### config.mk
export PLATFORM = sky130hd
export DESIGN_NAME = ssht_cell
export DESIGN_NICKNAME = d
export VERILOG_FILES = /design/src/sv/ssht_pkg.sv /design/src/sv/ssht_cell.sv
export SDC_FILE = /design/constraint.sdc
export NUM_CORES = 1
export LEC_CHECK = 0
export ABC_AREA = 1
export ABC_CLOCK_PERIOD_IN_PS = 8400
export BUFFER_PORTS_ARGS = -buffer_cell sky130_fd_sc_hd__buf_2
export CAP_MARGIN = 20
export CORE_MARGIN = 8
export CORE_UTILIZATION = 55
export CTS_CLUSTER_DIAMETER = 120
export CTS_CLUSTER_SIZE = 25
export DETAILED_ROUTE_END_ITERATION = 7
export PLACE_DENSITY_LB_ADDON = 0.1
export SETUP_SLACK_MARGIN = 0.2
export SLEW_MARGIN = 10
export SYNTH_ARGS = -nofsm -noshare
export SYNTH_HDL_FRONTEND = slang
export SYNTH_SLANG_ARGS = --single-unit
### constraint.sdc
create_clock -name clk_i -period 8.4 [get_ports clk_i]
set_input_delay 1.68 -clock clk_i [delete_from_list [all_inputs] [get_ports clk_i]]
set_output_delay 1.68 -clock clk_i [all_outputs]
set_load 0.02 [all_outputs]
### src/sv/ssht_pkg.sv
// Shared constants, command and status codes, and the token type of the slot chain.
package ssht_pkg;

  // Table geometry
  localparam int BUCKET_COUNT     = 10;
  localparam int SLOTS_PER_BUCKET = 8;
  localparam int KEY_CHARS        = 10;

  // Bucket is the key length mod this value, then mod BUCKET_COUNT
  localparam int LenMod = 10;

  // Fixed key layout: ten bytes, character 0 in the low byte
  localparam int MaxChars = 10;
  localparam int KeyW     = 8 * MaxChars;
  localparam int LowW     = 64;
  localparam int HighW    = 16;
  localparam int LenW     = 4;

  localparam int BucketW = (BUCKET_COUNT > 1) ? $clog2(BUCKET_COUNT) : 1;

  typedef logic [KeyW-1:0]    key_t;
  typedef logic [BucketW-1:0] bucket_t;

  // Command codes; the unused code behaves as a search
  typedef enum logic [1:0] {
    CMD_INSERT = 2'd0,
    CMD_SEARCH = 2'd1,
    CMD_DELETE = 2'd2
  } cmd_e;

  typedef enum logic [1:0] {
    ST_OK     = 2'd0,
    ST_ABSENT = 2'd1,
    ST_FULL   = 2'd2
  } status_e;

  // One command travelling down the slot chain
  typedef struct packed {
    logic       valid;
    logic [1:0] cmd;
    key_t       key;
    bucket_t    bucket;
    logic       done;
  } token_t;

endpackage

### src/sv/ssht_cell.sv
// One slot position: holds that slot of every bucket and serves each passing command.
module ssht_cell (
  input  logic             clk_i,
  input  logic             rst_ni,
  input  logic             advance_i,
  input  ssht_pkg::token_t tok_i,
  output ssht_pkg::token_t tok_o
);
  import ssht_pkg::*;

  logic [BUCKET_COUNT-1:0] slot_valid_q;
  key_t                    slot_key_q [BUCKET_COUNT];

  logic   slot_v;
  logic   hit;
  logic   act;
  logic   do_ins;
  logic   do_del;
  logic   do_find;
  token_t tok_d;
  token_t tok_q;

  // Look at this cell's slot of the command's bucket
  always_comb begin
    slot_v  = slot_valid_q[tok_i.bucket];
    hit     = slot_v && (slot_key_q[tok_i.bucket] == tok_i.key);
    act     = tok_i.valid && !tok_i.done;
    do_ins  = act && (tok_i.cmd == CMD_INSERT) && !slot_v;
    do_del  = act && (tok_i.cmd == CMD_DELETE) && hit;
    do_find = act && (tok_i.cmd != CMD_INSERT) && hit;
    tok_d      = tok_i;
    tok_d.done = tok_i.done | do_ins | do_find;
  end

  // Pass the token on and update the valid marks
  always_ff @(posedge clk_i or negedge rst_ni) begin
    if (!rst_ni) begin
      tok_q        <= '0;
      slot_valid_q <= '0;
    end else if (advance_i) begin
      tok_q <= tok_d;
      if (do_ins) begin
        slot_valid_q[tok_i.bucket] <= 1'b1;
      end else if (do_del) begin
        slot_valid_q[tok_i.bucket] <= 1'b0;
      end
    end
  end

  // Store the key of an insert
  always_ff @(posedge clk_i) begin
    if (advance_i && do_ins) begin
      slot_key_q[tok_i.bucket] <= tok_i.key;
    end
  end

  assign tok_o = tok_q;

endmodule

==> results summary <==
The final-report hold violation count is 0. The buffer depth of the longest clock path came out at 3. The biggest area consumer among synthesized cells is edfxtp_1.

At the placement stage, the worst setup path has a slack of 1944 ps. The via count of the first global-routing pass was 24846. The clock arrives with 29.69 ps of skew.

The worst-case hold slack came out at 483.4 ps. The detailed-placement wirelength estimate came out at 64510 µm. The die covers 0.07588 mm². The effective utilization at floorplan is 55.33%. The tree built by TritonCTS fans out to 898 sinks. Counting flops and latches in the post-synthesis netlist gives 898. Yosys attributes the largest share of cell area to edfxtp_1 65%, nand2_1 15%, dfrtp_1 6.6%, nor2_1 2.7%, nand4_1 2.4%. The overall routing resource usage is 27.46%.

The count of unresolved DRC violations after routing came out at 0. The die height came out at 275.5 µm. STA classifies the critical path startpoint as a primary input. After clock tree synthesis, the clock-pin slew on the worst setup and hold paths is 100 ps.

The total I/O pin count is 179. The final RePlAce weighted congestion is 0.9579. Compared with the post-synthesis result, the final layout area differs by 7.931%. The data arrival time of the critical path came out at 6130 ps. The wire length after detailed routing is 104900 µm.

The clock latency at the later pin of the worst-skew pair came out at 610 ps. After floorplanning, the core was sized to cover 0.06692 mm². In this design, the critical path's most frequently occurring cell is nand2_1. The final total negative setup slack is 0 ps. The residual antenna-violating net count after detailed routing is 0. In the routed layout, each cell is associated on average with a via count of 5.769. The final setup violation count came out at 0. The largest incremental delay on the critical path is 680 ps.

The post-layout net count is 3643. The peak fanout along the critical path came out at 49. The share of layout cells above drive strength 1 came out at 7.896%. In this run, the combinational gates consume 9.2% of the power. The number of resized instances in the post-cts repair step is 0. The leakage power is 15.60 nW. On the critical path, the stage with the largest delay is an instance of buf_4. The number of buffers inserted during clock tree synthesis is 41. The routed length per instance came out at 23.52 µm. The switching part of the total came out at 24.05%. TritonCTS built the clock tree.

The number of core rows came out at 95. The total overflow reported by the global router is 0. Counting every net in the synthesized netlist gives 3531. The quantity of I/O buffers inserted on ports is 178. In the synthesized netlist, the cells that appear most often are 1484 x nand2_1, 800 x edfxtp_1, 265 x nor2_1, 169 x o21ai_0, 143 x nand4_1.

The pin count of the biggest net entering global routing is 116. The number of placed instances, taps included, is 4382. The kind of path behind the tightest hold check is reg2reg. The type of the worst setup path is in2reg.

Among all flip-flop cells after synthesis, the most frequent one is edfxtp_1. The setup slack after layout is 2517 ps. The maximum clock frequency came out at 170.0 MHz. The final number of max-transition violations is 0. The final period demand of the worst path is 5883 ps. The cell count after synthesis is 3440. The worst voltage drop across the vdd grid came out at 161.5 µV. The internal power of the cells totals 0.006067 W.

STA classifies the critical path endpoint as a flip-flop. Max-cap violations in this run came to 0. The part of the cycle the worst path needs is 70.03%. The total standard cell area after synthesis is 0.03703 mm². The count of routing violations after the opening detailed-route iteration came out at 3170.

For this run, the detailed router's first-pass iteration total came to 8. The worst slew margin relative to its limit is 25.36%. The run finished with clean final reports. Walking the worst path, the cells encountered are buf_4 > clkinv_2 > buf_4 > nand2_1 > inv_2 > nand2_1 > nand4_1 > nand2_1 > nand3_1 > nor4_1 > nand2_1 > clkinv_1 > nand2_1 > inv_4 > buf_4.

The number of flops mapped to enable cells by yosys came out at 800. The share of power burned in registers is 61.6%. The share of the yosys chip area belonging to registers came out at 71.50%.

The required time of the critical path is 8650 ps. The power density over the cells came out at 199.9 mW/mm². The reg-to-reg setup timing slack came out at 4970 ps. The wire length of the first global-routing pass came out at 155900 µm. The number of filler instances in the final layout came out at 5494. Setup repair after global routing left no endpoint under its margin. In this run the mean area of a mapped cell was 10.76 µm². The overall die width is 275.5 µm. The number of standard cells in the final layout excluding fillers came out at 4461. CTS placed an instance of clkbuf_16 at the clock tree root.

During synthesis, Yosys emitted a total of 0 warnings. At the pin with the least slew margin, the transition time is 1118 ps. Hold repair after CTS inserted 0 buffers. The routed layout has 25736 vias. The analysis attributes to net switching a power of 0.001921 W. The cell with the most instances after synthesis is nand2_1. The proportion of register bits with asynchronous set or reset after synthesis is 10.91%.

The share of total power dissipated in the clock network is 29.1%. The number of post-CTS setup repair buffers is 0. The top cell type's share of synthesized area is 64.88%. The number of antenna violations at the first check in global routing came to 5. After synthesis, the netlist uses 23 different library cells. In this run the number of H-tree levels came out at 2.
-- registers in the layout, summed over array words and instances (netlist names), named ones only --
register,count
slot_key_q,800
tok_o,88
-- power by group through the flow --
stage / logic [W] / registers, W / clock network, W
2_1_floorplan: 0.000353 / 0.00507 / 0
3_5_place_dp: 0.000733 / 0.00502 / 0
4_1_cts: 0.000735 / 0.00492 / 0.00236
6_report: 0.000736 / 0.00492 / 0.00233
3_3_place_gp: 0.000722 / 0.00502 / 0
5_1_grt: 0.000805 / 0.00493 / 0.00250
-- per-layer routing --
metal	GRT usage, %	up-vias	share of wire, %
li1	-	11835	-
met1	38.28	12520	41
met2	44.34	1185	47
met3	3.802	192	8.1
met4	9.671	4	3.4
met5	0	-	0.024
-- final cells by class --
type	instances	area, µm²	area share, %
sequential	898	26480	66.25
multi-input combinational	2276	9442	23.63
antenna	4	10.01	0.02505
inverter	120	488.0	1.221
timing repair buffer	215	1245	3.115
clock inverter	1	8.758	0.02192
tap	873	1092	2.733
clock buffer	74	1202	3.009
-- cells by family after synthesis --
| kind of cell | share of synthesized area (%) |
|---|---|
| flip-flops | 71.50 |
| buffers and inverters | 3.102 |
| AO/OA/AOI/OAI | 3.193 |
| AND/OR/NAND/NOR | 22.20 |
-- cell usage in the layout (no fill, tap or decap), drive strengths merged, types with 2 or more instances in the layout --
master / instances
o21ai: 199
clkinv: 8
nor2: 269
inv: 113
a21oi: 36
nand3: 140
buf: 214
nand2: 1484
nor3: 2
edfxtp: 800
nand4: 143
dfrtp: 98
clkbuf: 75
diode: 4
-- per-stage QoR --
step | util, % | instance area, µm² | total power [W]
global placement | 57.86 | 38720 | 0.005745
global route | 59.71 | 39960 | 0.008238
finish | 59.72 | 39960 | 0.007989
floorplan | - | 37030 | 0.005426
detailed placement | 57.89 | 38740 | 0.005757
CTS | 59.70 | 39950 | 0.008020
-- worst max-delay path: cells and delay by family --
| kind | cells | cell delay [ps] |
|---|---|---|
| buffers and inverters | 7 | 2860 |
| AND/OR/NAND/NOR | 8 | 1410 |
-- worst paths after layout --
check,from,end,cells after the start
hold reg to reg,tok_o[59],tok_o[59],2
hold / removal,tok_o[59],tok_o[59],2
setup reg to reg,flip-flop,slot_key_q[4][61],10
setup / recovery,tok_i[2],slot_key_q[4][61],15
min in group asynchronous,rst_ni,tok_o[28],1
max in group asynchronous,rst_ni,tok_o[83],2
No activity file was read; power rests on OpenSTA's default activity.
