$ cat config.mk
export PLATFORM = sky130hd
export DESIGN_NAME = ssht_norm
export DESIGN_NICKNAME = d
export VERILOG_FILES = /design/src/sv/ssht_pkg.sv /design/src/sv/ssht_norm.sv
export SDC_FILE = /design/constraint.sdc
export NUM_CORES = 1
export LEC_CHECK = 0
export ABC_AREA = 1
export BUFFER_PORTS_ARGS = -buffer_cell sky130_fd_sc_hd__buf_2
export CELL_PAD_IN_SITES_DETAIL_PLACEMENT = 0
export CELL_PAD_IN_SITES_GLOBAL_PLACEMENT = 1
export CORE_UTILIZATION = 34
export CTS_CLUSTER_SIZE = 24
export DETAILED_ROUTE_END_ITERATION = 7
export GPL_TIMING_DRIVEN = 1
export HOLD_SLACK_MARGIN = 0.05
export PLACE_DENSITY_LB_ADDON = 0.1
export SLEW_MARGIN = 20
export SYNTH_ARGS = -nofsm -noshare
export SYNTH_HDL_FRONTEND = slang
export SYNTH_SLANG_ARGS = --single-unit
$ cat constraint.sdc
create_clock -name clk_i -period 0.8 [get_ports clk_i]
set_input_delay 0.12 -clock clk_i [delete_from_list [all_inputs] [get_ports clk_i]]
set_output_delay 0.12 -clock clk_i [all_outputs]
set_load 0.03 [all_outputs]
$ cat src/sv/ssht_pkg.sv
// Shared constants, command and status codes, and the token type of the slot chain.
package ssht_pkg;

  // Table geometry
  localparam int BUCKET_COUNT     = 10;
  localparam int SLOTS_PER_BUCKET = 8;
  localparam int KEY_CHARS        = 10;

  // Bucket is the key length mod this value, then mod BUCKET_COUNT
  localparam int LenMod = 10;

  // Fixed key layout: ten bytes, character 0 in the low byte
  localparam int MaxChars = 10;
  localparam int KeyW     = 8 * MaxChars;
  localparam int LowW     = 64;
  localparam int HighW    = 16;
  localparam int LenW     = 4;

  localparam int BucketW = (BUCKET_COUNT > 1) ? $clog2(BUCKET_COUNT) : 1;

  typedef logic [KeyW-1:0]    key_t;
  typedef logic [BucketW-1:0] bucket_t;

  // Command codes; the unused code behaves as a search
  typedef enum logic [1:0] {
    CMD_INSERT = 2'd0,
    CMD_SEARCH = 2'd1,
    CMD_DELETE = 2'd2
  } cmd_e;

  typedef enum logic [1:0] {
    ST_OK     = 2'd0,
    ST_ABSENT = 2'd1,
    ST_FULL   = 2'd2
  } status_e;

  // One command travelling down the slot chain
  typedef struct packed {
    logic       valid;
    logic [1:0] cmd;
    key_t       key;
    bucket_t    bucket;
    logic       done;
  } token_t;

endpackage

$ cat src/sv/ssht_norm.sv
// Input stage: cut the key at its first zero byte, pick its bucket, register the token.
module ssht_norm (
  input  logic                  clk_i,
  input  logic                  rst_ni,
  input  logic                  advance_i,
  input  logic                  in_valid_i,
  input  logic [1:0]            command_i,
  input  logic [ssht_pkg::LowW-1:0]  key_chars_low_i,
  input  logic [ssht_pkg::HighW-1:0] key_chars_high_i,
  output ssht_pkg::token_t      tok_o
);
  import ssht_pkg::*;

  key_t    raw;
  key_t    key_d;
  logic    alive;
  logic [LenW-1:0] len;
  bucket_t bucket_d;
  token_t  tok_d;
  token_t  tok_q;

  assign raw = {key_chars_high_i, key_chars_low_i};

  // Keep characters up to the first zero byte or the character limit
  always_comb begin
    key_d = '0;
    alive = 1'b1;
    len   = '0;
    for (int i = 0; i < MaxChars; i++) begin
      if (alive && (i < KEY_CHARS) && (raw[8*i +: 8] != 8'd0)) begin
        key_d[8*i +: 8] = raw[8*i +: 8];
        len = len + LenW'(1);
      end else begin
        alive = 1'b0;
      end
    end
  end

  // Map length to bucket through a small table
  always_comb begin
    bucket_d = '0;
    for (int j = 0; j <= MaxChars; j++) begin
      if (len == LenW'(j)) begin
        bucket_d = BucketW'((j % LenMod) % BUCKET_COUNT);
      end
    end
  end

  always_comb begin
    tok_d.valid  = in_valid_i;
    tok_d.cmd    = command_i;
    tok_d.key    = key_d;
    tok_d.bucket = bucket_d;
    tok_d.done   = 1'b0;
  end

  // Capture the beat whenever the chain moves
  always_ff @(posedge clk_i or negedge rst_ni) begin
    if (!rst_ni) begin
      tok_q <= '0;
    end else if (advance_i) begin
      tok_q <= tok_d;
    end
  end

  assign tok_o = tok_q;

endmodule

==> results of run 1 <==
metal layers:
layer	vias up	wire [um]
met3	13	703
met1	2277	6123
li1	2415	-
met4	0	189
met2	114	7457
met5	-	0
repair_timing:
| item | 4_1_cts | 5_1_grt |
|---|---|---|
| gates resized for setup | 151 | 176 |
| hold buffers | 58 | 0 |
| setup endpoints to repair | 145 | 162 |
| hold endpoints to repair | 145 | 0 |
| cloned | 0 | 1 |
| buffers inserted | 14 | 32 |
| pin swaps | 22 | 31 |
power by group:
group	internal, mW	switching [mW]	total [mW]
clock	2.75	1.83	4.58
combinational	2.13	2.24	4.37
sequential	4.82	0.320	5.14
worst min-delay path by stage:
| stage | from | to | slack [ps] | depth (start not counted) |
|---|---|---|---|---|
| after global placement | rst_ni | tok_o[27] | 10 | 1 |
| after global routing | key_chars_low_i[12] | tok_o[17] | 70 | 3 |
| after floorplan | rst_ni | tok_o[10] | -180 | 0 |
| final | key_chars_high_i[4] | tok_o[73] | 60 | 3 |
| after CTS | key_chars_high_i[0] | tok_o[69] | 50 | 3 |
| after detailed placement | rst_ni | tok_o[27] | 10 | 1 |
layout make-up:
class | instances | area (um^2)
clock buffer | 9 | 225.2
clock inverter | 7 | 96.34
fill | 999 | 3877
inverter | 47 | 214.0
multi-input combinational | 380 | 2310
sequential | 87 | 2177
tap | 168 | 210.2
timing repair buffer | 354 | 3152
cells by family (layout without fill, tap and decap cells):
family	Yosys count	in the layout	share of synthesized area
buffers and inverters	73	417	0.06820
AND/OR/NAND/NOR	296	296	0.3094
other	1	1	0.0008625
adder cells (fa/ha/maj)	7	7	0.02014
AO/OA/AOI/OAI	76	76	0.1007
flip-flops	87	87	0.5007
worst max-delay path, delay by kind of cell:
kind,cells,cell delay (ps)
adder cells (fa/ha/maj),6,1390
AO/OA/AOI/OAI,3,380
buffers and inverters,6,390
AND/OR/NAND/NOR,21,1800
synthesized netlist by cell type, types with 2 or more instances:
cell	n	area, um^2
buf_6	2	22.52
nor2_4	2	22.52
nor2_1	29	108.9
nand2_1	204	765.7
nand2_4	4	45.04
o21ai_0	52	260.3
nand4_4	2	42.54
nor2_8	2	40.04
clkbuf_1	19	71.32
dfrtp_1	87	2177
buf_2	3	15.01
nor2_2	4	25.02
clkinv_1	2	7.510
ha_1	7	87.58
inv_1	38	142.6
nand2_2	8	50.05
nand3_1	26	130.1
inv_2	7	26.28
o31ai_1	20	150.1
nor4_1	6	37.54
nand4_1	3	18.77
per-stage QoR:
stage                     cells  hold slack [ps]  total power, mW
after floorplan             540           -175.6            6.976
after global placement      931            12.48            8.161
after detailed placement    931            10.76            8.202
after CTS                  1019            45.83            13.55
after global routing       1052            69.24            14.76
final                      1052            58.89            14.09
==> metrics.txt, run 1 <==
I/O pins=174; Routed Antenna Nets=0; Reg clk slew, reported paths=60 ps; count of flip-flops with a built-in enable after synthesis=0; CTS Buffer Depth=2; Setup Viol. Count Final=145; most common cell after layout, fill and taps aside=nand2_1; most frequent cells in the layout=nand2_1, buf_4, buf_6, dfrtp_1, buf_2; n_diodes=0; initial core utilization=0.3546; worst setup margin=-3028 ps; FMAX=261.2 MHz; Synthesis Warnings=0; routed wire length per instance=13.76 um; grt met2 use=0.3843; Leak=4.307 nW; grt met3 use=0.05166; crit path DAT=4070 ps; crit path launch=key_chars_low_i[3]; max reg flops=87; max-slew violations=0; Critical Path End=tok_o[1]; CTS HTree Levels=3; Post-Route WL=14.47 mm; setup TNS=-56460 ps; Yosys reg bits=87; pre-CTS WS=-3607 ps; VDD IR max=0.9073 mV; die width=115.1 um; Num CTS Buffers=9; global placer's final weighted congestion=0.8057; pin count of the biggest net entering global routing=31; Distinct cells, synth=34; fin crit share=4.785; Max stage delay on crit path=290 ps; vias post-DR=4819; Worst setup EP type=register; Crit path required time=1040 ps; Netlist Area Pre-Place=0.004348 mm^2; power density cells=1680 mW/mm^2; grt peak-use layer=met2; router iterations before antenna repair=5; met1 Use GR=0.2640; RSZ-0062 raised after global routing=true; drt drc=0; buffers added on ports=172; Worst setup SP type=input port; r2r startpoint=tok_o[3]; R2R cell count=4; post-synthesis sequential area ratio=0.5007; Synth Instances=540; TritonCTS clock tree=yes; first-pass GRT wire length=22.42 mm; full die area=0.01324 mm^2; FP Rows=40; initial drt markers=147; CP max FO=3; Setup Skew=0 ps; Layout area overhead=92.83%; share of cells above drive strength 1=0.4774; most common flop cell mapped by yosys=dfrtp_1; final design instance area without fill=0.008384 mm^2; CP max stage cell=ha_1; Vias per Instance=4.581; Area after DPL=0.006126 mm^2; Hold Crit Class=in -> reg; failing checks=negative setup slack; most used cell, CP=nand2_2; Tmin final=3828 ps; max-cap check violation count=0; Final Hold Fails=0; All-Layer GR Usage=0.2180; initial antenna violation count=0; Die H=115.1 um; vias in the first global route=4802; ys async rst share=1.000; gr ovfl total=0; CTS root buf=clkbuf_16; worst setup path class=in -> reg; Reg2Reg Setup Slack=-40 ps; outcome=finished, violations left; final core utilization=0.6838; Core Footprint=0.01226 mm^2; Net Count, Synth=633; r2r endpoint=tok_o[3]; worst skew pair latency=350 ps; synthesized area per cell=8.052 um^2; Final HPWL DP=9.326 mm; Nets=972; # clock sinks=87
Power figures use the tool's default switching activity.
==> inputs of run 2 (changes only) <==
--- a/config.mk
+++ b/config.mk
@@ -5,11 +5,10 @@
 export SDC_FILE = /design/constraint.sdc
 export NUM_CORES = 1
 export LEC_CHECK = 0
-export ABC_AREA = 1
 export BUFFER_PORTS_ARGS = -buffer_cell sky130_fd_sc_hd__buf_2
 export CELL_PAD_IN_SITES_DETAIL_PLACEMENT = 0
 export CELL_PAD_IN_SITES_GLOBAL_PLACEMENT = 1
-export CORE_UTILIZATION = 34
+export CORE_UTILIZATION = 36
 export CTS_CLUSTER_SIZE = 24
 export DETAILED_ROUTE_END_ITERATION = 7
 export GPL_TIMING_DRIVEN = 1
==> run 2 against run 1 <==
Against the previous run:
- the run still ends with negative setup slack left
- final cell count is 12% lower
- clock skew is the same
- sequential share of layout area increased by 0.34 points
- clock power is 3% lower
- fmax shrank 23%
- synthesized area fell by 1.8%
- largest power group unchanged
- highest routed layer unchanged
==> metrics.txt, run 2 <==
initial core utilization=0.3723; All-Layer GR Usage=0.2221; Synthesis Warnings=0; Crit path required time=1060 ps; Yosys top cell area share=0.5100; outcome=finished, violations left; setup TNS=-69820 ps; Switch Pwr=4.105 mW; full die area=0.01230 mm^2; global placer's final weighted congestion=0.8175; Tmin final=4942 ps; Num CTS Buffers=9; Setup Skew=0 ps; Layout area overhead=95.11%; Final Hold Fails=0; count leader, synth=nand2_1; worst setup margin=-4142 ps; gr ovfl total=0; worst skew pair latency=340 ps; CP max FO=3; Netlist Area Pre-Place=0.004269 mm^2; Final HPWL DP=9.297 mm; sequential power share=0.370; CTS root buf=clkbuf_16; Worst setup SP type=input port; fin crit share=6.178; max-cap check violation count=0; Top Family by Delay on Critical Path=simple AND/OR/NAND/NOR gates; post-synthesis sequential area ratio=0.5100; power density cells=1682 mW/mm^2; Post-Route WL=14.39 mm; worst setup path class=in -> reg; Reg clk slew, reported paths=60 ps; most used cell, CP=ha_1; most frequent cells in the layout=buf_4, buf_6, nand2_1, buf_2, dfrtp_1; CP max stage cell=a2111oi_4; Core Footprint=0.01147 mm^2; TritonCTS clock tree=yes; # clock sinks=87; worst path bufs/invs=2; Distinct cells, synth=52; Leak=3.899 nW; initial drt markers=220; n_diodes=0; top post-synthesis cells by count=nand2_1, dfrtp_1, o2bb2ai_1; max reg flops=87; combinational group share of total power=0.312; count of flip-flops with a built-in enable after synthesis=0; Worst setup EP type=register; first-pass GRT wire length=22.12 mm; Die H=110.9 um; Nets=867; initial antenna violation count=0; Net Count, Synth=511; worst-margin pin slew=538.1 ps; Yosys reg bits=87; die width=110.9 um; post-synth top area cell=dfrtp_1; most common flop cell mapped by yosys=dfrtp_1; P_int=9.909 mW; FMAX=202.3 MHz; Synth Instances=418; Clk pwr share=0.318; switching part of the total=0.2929; CTS HTree Levels=3; vias in the first global route=4591; FP Rows=39; buffers added on ports=172; ranking of synthesized cells by area=dfrtp_1, o2bb2ai_1, nand2_1; router iterations before antenna repair=4; ys async rst share=1.000; VDD IR max=1.220 mV; I/O pins=174; synthesized area per cell=10.21 um^2; share of cells above drive strength 1=0.5315; Max stage delay on crit path=370 ps; Setup Viol. Count Final=163; pin count of the biggest net entering global routing=38; crit path DAT=5210 ps; Routed Antenna Nets=0; routed wire length per instance=15.61 um; fillers=821; failing checks=negative setup slack; RSZ-0062 raised after global routing=true; Vias per Instance=5.084; Hold Crit Class=in -> reg; most common cell after layout, fill and taps aside=buf_4; max-slew violations=0; CTS Buffer Depth=2; max_slew headroom=0.6367; total design power=14.01 mW; vias post-DR=4687; drt drc=0
==> run 2: cells by family (layout without fill, tap and decap cells) <==
group	after synthesis	count (layout)	share of synthesized area
AOI/OAI and AO/OA	107	107	0.2096
xor gates and xnor gates	5	5	0.01348
adders and majority gates	7	7	0.02051
buffers and inverters	40	401	0.03781
DFF	87	87	0.5100
muxes	14	14	0.03634
other	1	1	0.0008784
and+or+nand+nor	157	157	0.1715
==> run 2: power groups by stage <==
stage / registers (mW) / clock network [mW] / logic [mW]
final: 5.18 / 4.46 / 4.37
after floorplan: 6.02 / 0 / 0.880
after global routing: 5.22 / 4.74 / 4.63
after CTS: 5.14 / 4.60 / 3.62
after detailed placement: 5.15 / 0 / 3.02
after global placement: 5.14 / 0 / 2.98
==> run 2: repair_timing <==
item,in CTS,in global routing
pin swaps,10,5
setup endpoints to repair,163,166
gates resized for setup,130,160
buffers inserted,7,52
hold buffers,54,0
endpoints found under the hold margin,145,0
cloned,1,1
==> run 2: worst paths after layout <==
check / from / endpoint / slack, ps / cells after the start
max in group asynchronous: rst_ni / tok_o[49] / 210 / 3
setup / recovery: key_chars_low_i[10] / tok_o[4] / -4140 / 29
hold reg to reg: tok_o[19] / tok_o[19] / 510 / 1
hold / removal: key_chars_low_i[4] / tok_o[9] / 60 / 2
setup reg to reg: tok_o[86] / tok_o[86] / 10 / 1
min in group asynchronous: rst_ni / tok_o[10] / 180 / 2
==> run 2: routing by layer <==
layer  global-route usage  part of all wire  vias up
li1                     -                 -     2252
met1               0.2905              0.43     2271
met2               0.3644              0.51      140
met3              0.04483             0.046       24
met4              0.08000             0.016        0
met5                    0                 0        -
==> run 2: final cells by class <==
type                            count  area (um^2)  area share
Timing Repair Buffer              376         3309      0.3973
Multi-Input combinational cell    291         2296      0.2756
Sequential cell                    87         2191      0.2630
Clock buffer                       12        246.5     0.02959
Tap cell                          143        178.9     0.02148
Clock inverter                      4        70.07    0.008412
Inverter                            9        37.54    0.004507
==> run 2: stage by stage <==
step           area (um^2)  hold WS (ps)  instances  utilization  setup slack (ps)
6_report              8329         61.11        922       0.7264             -4142
5_1_grt               8329         55.74        922       0.7264             -4441
4_1_cts               7482         46.78        869       0.6525             -4124
3_5_place_dp          6087        -3.912        791       0.5308             -4627
3_3_place_gp          6087        -8.426        791       0.5308             -4422
2_1_floorplan         4523        -175.6        418            -             -4080
==> inputs of run 3 (changes only) <==
--- a/config.mk
+++ b/config.mk
@@ -5,10 +5,12 @@
 export SDC_FILE = /design/constraint.sdc
 export NUM_CORES = 1
 export LEC_CHECK = 0
+export ABC_AREA = 1
 export BUFFER_PORTS_ARGS = -buffer_cell sky130_fd_sc_hd__buf_2
 export CELL_PAD_IN_SITES_DETAIL_PLACEMENT = 0
 export CELL_PAD_IN_SITES_GLOBAL_PLACEMENT = 1
-export CORE_UTILIZATION = 36
+export CORE_ASPECT_RATIO = 0.7
+export CORE_UTILIZATION = 34
 export CTS_CLUSTER_SIZE = 24
 export DETAILED_ROUTE_END_ITERATION = 7
 export GPL_TIMING_DRIVEN = 1
==> run 3 against run 2 <==
Against the previous run:
- the flow still finishes with violations (negative setup slack)
- clock power about the same
- sequential share of layout area increased by 2.4 points
- critical path depth increased by 4
- critical endpoint is now tok_o[1]
- largest cell class unchanged
- largest power group unchanged
==> metrics.txt, run 3 (synthesized netlist as in run 1, its figures left out) <==
outcome=finished, violations left; failing checks=negative setup slack; fin crit share=4.858; vias post-DR=4640; Setup Viol. Count Final=162; full die area=0.01325 mm^2; Tmin final=3886 ps; WHS Endpoint=tok_o[25]; Crit path required time=1080 ps; buffers added on ports=172; routed wire length per instance=12.97 um; register area=0.002177 mm^2; R2R cell count=2; # clock sinks=87; final core utilization=0.6090; Hold Path Stages=3; Leak=4.024 nW; CTS Buffer Depth=2; CP max FO=2; Nets=949; drt drc=0; gr ovfl total=0; worst setup margin=-3086 ps; Die H=96.62 um; Layout area overhead=74.59%; max-cap check violation count=0; most common cell after layout, fill and taps aside=nand2_1; hold slack final=49.81 ps; initial drt markers=120; fillers=1137; initial core utilization=0.3488; most frequent cells in the layout=nand2_1, buf_2, buf_4, dfrtp_1, dlygate4sd3_1; Setup Skew=0 ps; RSZ-0062 raised after global routing=true; vias in the first global route=4634; All-Layer GR Usage=0.2087; FP Rows=34; first-pass GRT wire length=21.78 mm; CTS root buf=clkbuf_16; worst setup path class=in -> reg; CTS HTree Levels=3; Post-Route WL=13.26 mm; max reg flops=87; Final Hold Fails=0; FMAX=257.3 MHz; Core Footprint=0.01246 mm^2; Worst setup EP type=register; crit path DAT=4170 ps; Routed Antenna Nets=0; VDD IR max=1.010 mV; r2r startpoint=tok_o[5]; share of cells above drive strength 1=0.4849; global placer's final weighted congestion=0.8060; Max stage delay on crit path=320 ps; max-slew violations=0; router iterations before antenna repair=5; worst skew pair latency=340 ps; Worst setup SP type=input port; Vias per Instance=4.540; r2r endpoint=tok_o[5]; Reg clk slew, reported paths=60 ps; Hold Crit Class=in -> reg; die width=137.2 um; n_diodes=0; pin count of the biggest net entering global routing=48; I/O pins=174; Num CTS Buffers=9; power density cells=1730 mW/mm^2; Final HPWL DP=9.284 mm; Multi-input gate area=0.002256 mm^2; initial antenna violation count=0; Reg2Reg Setup Slack=120 ps; TritonCTS clock tree=yes; CP max stage cell=ha_1; Hold Crit Start=key_chars_low_i[20]
## run 3: cell count changes in the layout (fill, tap and decap cells not counted), sizes merged, moves of 22 or more
cell     before  now
nand2        92  216
o2bb2ai      74    0
o21ai         8   54
inv           8   45
buf         320  285
nor2         13   37
nand3         6   28
## run 3: where the power goes
part           switching (mW)  leakage, nW  internal (mW)
registers               0.245         1.07           4.82
logic                    2.12         2.81           1.46
clock network            1.76        0.145           2.73
## run 3: worst max-delay path, delay by kind of cell
kind | cells | cell delay [ps]
adder cells (fa/ha/maj) | 6 | 1540
buffers and inverters | 7 | 630
AO/OA/AOI/OAI | 2 | 170
AND/OR/NAND/NOR | 18 | 1680
## run 3: layout make-up
type,instances,area share
sequential,87,0.2868
multi-input combinational,380,0.2972
inverter,47,0.02786
clock buffer,10,0.03016
timing repair buffer,331,0.3203
clock inverter,5,0.01104
tap,162,0.02670
## run 3: worst max path at each step
stage,from,endpoint,cells past startpoint
finish,key_chars_low_i[5],tok_o[1],33
global route,key_chars_low_i[5],tok_o[2],36
CTS,key_chars_low_i[1],tok_o[1],32
detailed placement,key_chars_low_i[0],tok_o[1],32
global placement,key_chars_low_i[7],tok_o[1],32
floorplan,key_chars_low_i[15],tok_o[1],33
## run 3: through the flow
| step | instance area, um^2 | std cells | total power, mW | TNS [ps] | setup slack [ps] |
|---|---|---|---|---|---|
| 2_1_floorplan | 4607 | 540 | 6.976 | -29770 | -3228 |
| 3_3_place_gp | 6133 | 932 | 8.170 | -68290 | -3532 |
| 3_5_place_dp | 6133 | 932 | 8.221 | -71380 | -3677 |
| 4_1_cts | 7234 | 1007 | 13.06 | -69770 | -3099 |
| 5_1_grt | 7591 | 1022 | 13.80 | -86180 | -3312 |
| 6_report | 7591 | 1022 | 13.13 | -76150 | -3086 |
## run 3: routing by layer
metal / track usage / share of wire
met1: 0.2811 / 0.47
met2: 0.3283 / 0.45
met3: 0.05398 / 0.066
met4: 0.06002 / 0.014
met5: 0 / 0
## run 3: repair_timing
action / CTS / global route
gates resized for setup: 57 / 87
endpoints found under the setup margin: 145 / 164
hold buffers: 45 / 1
setup buffers: 15 / 15
pin swaps: 28 / 42
endpoints found under the hold margin: 132 / 1
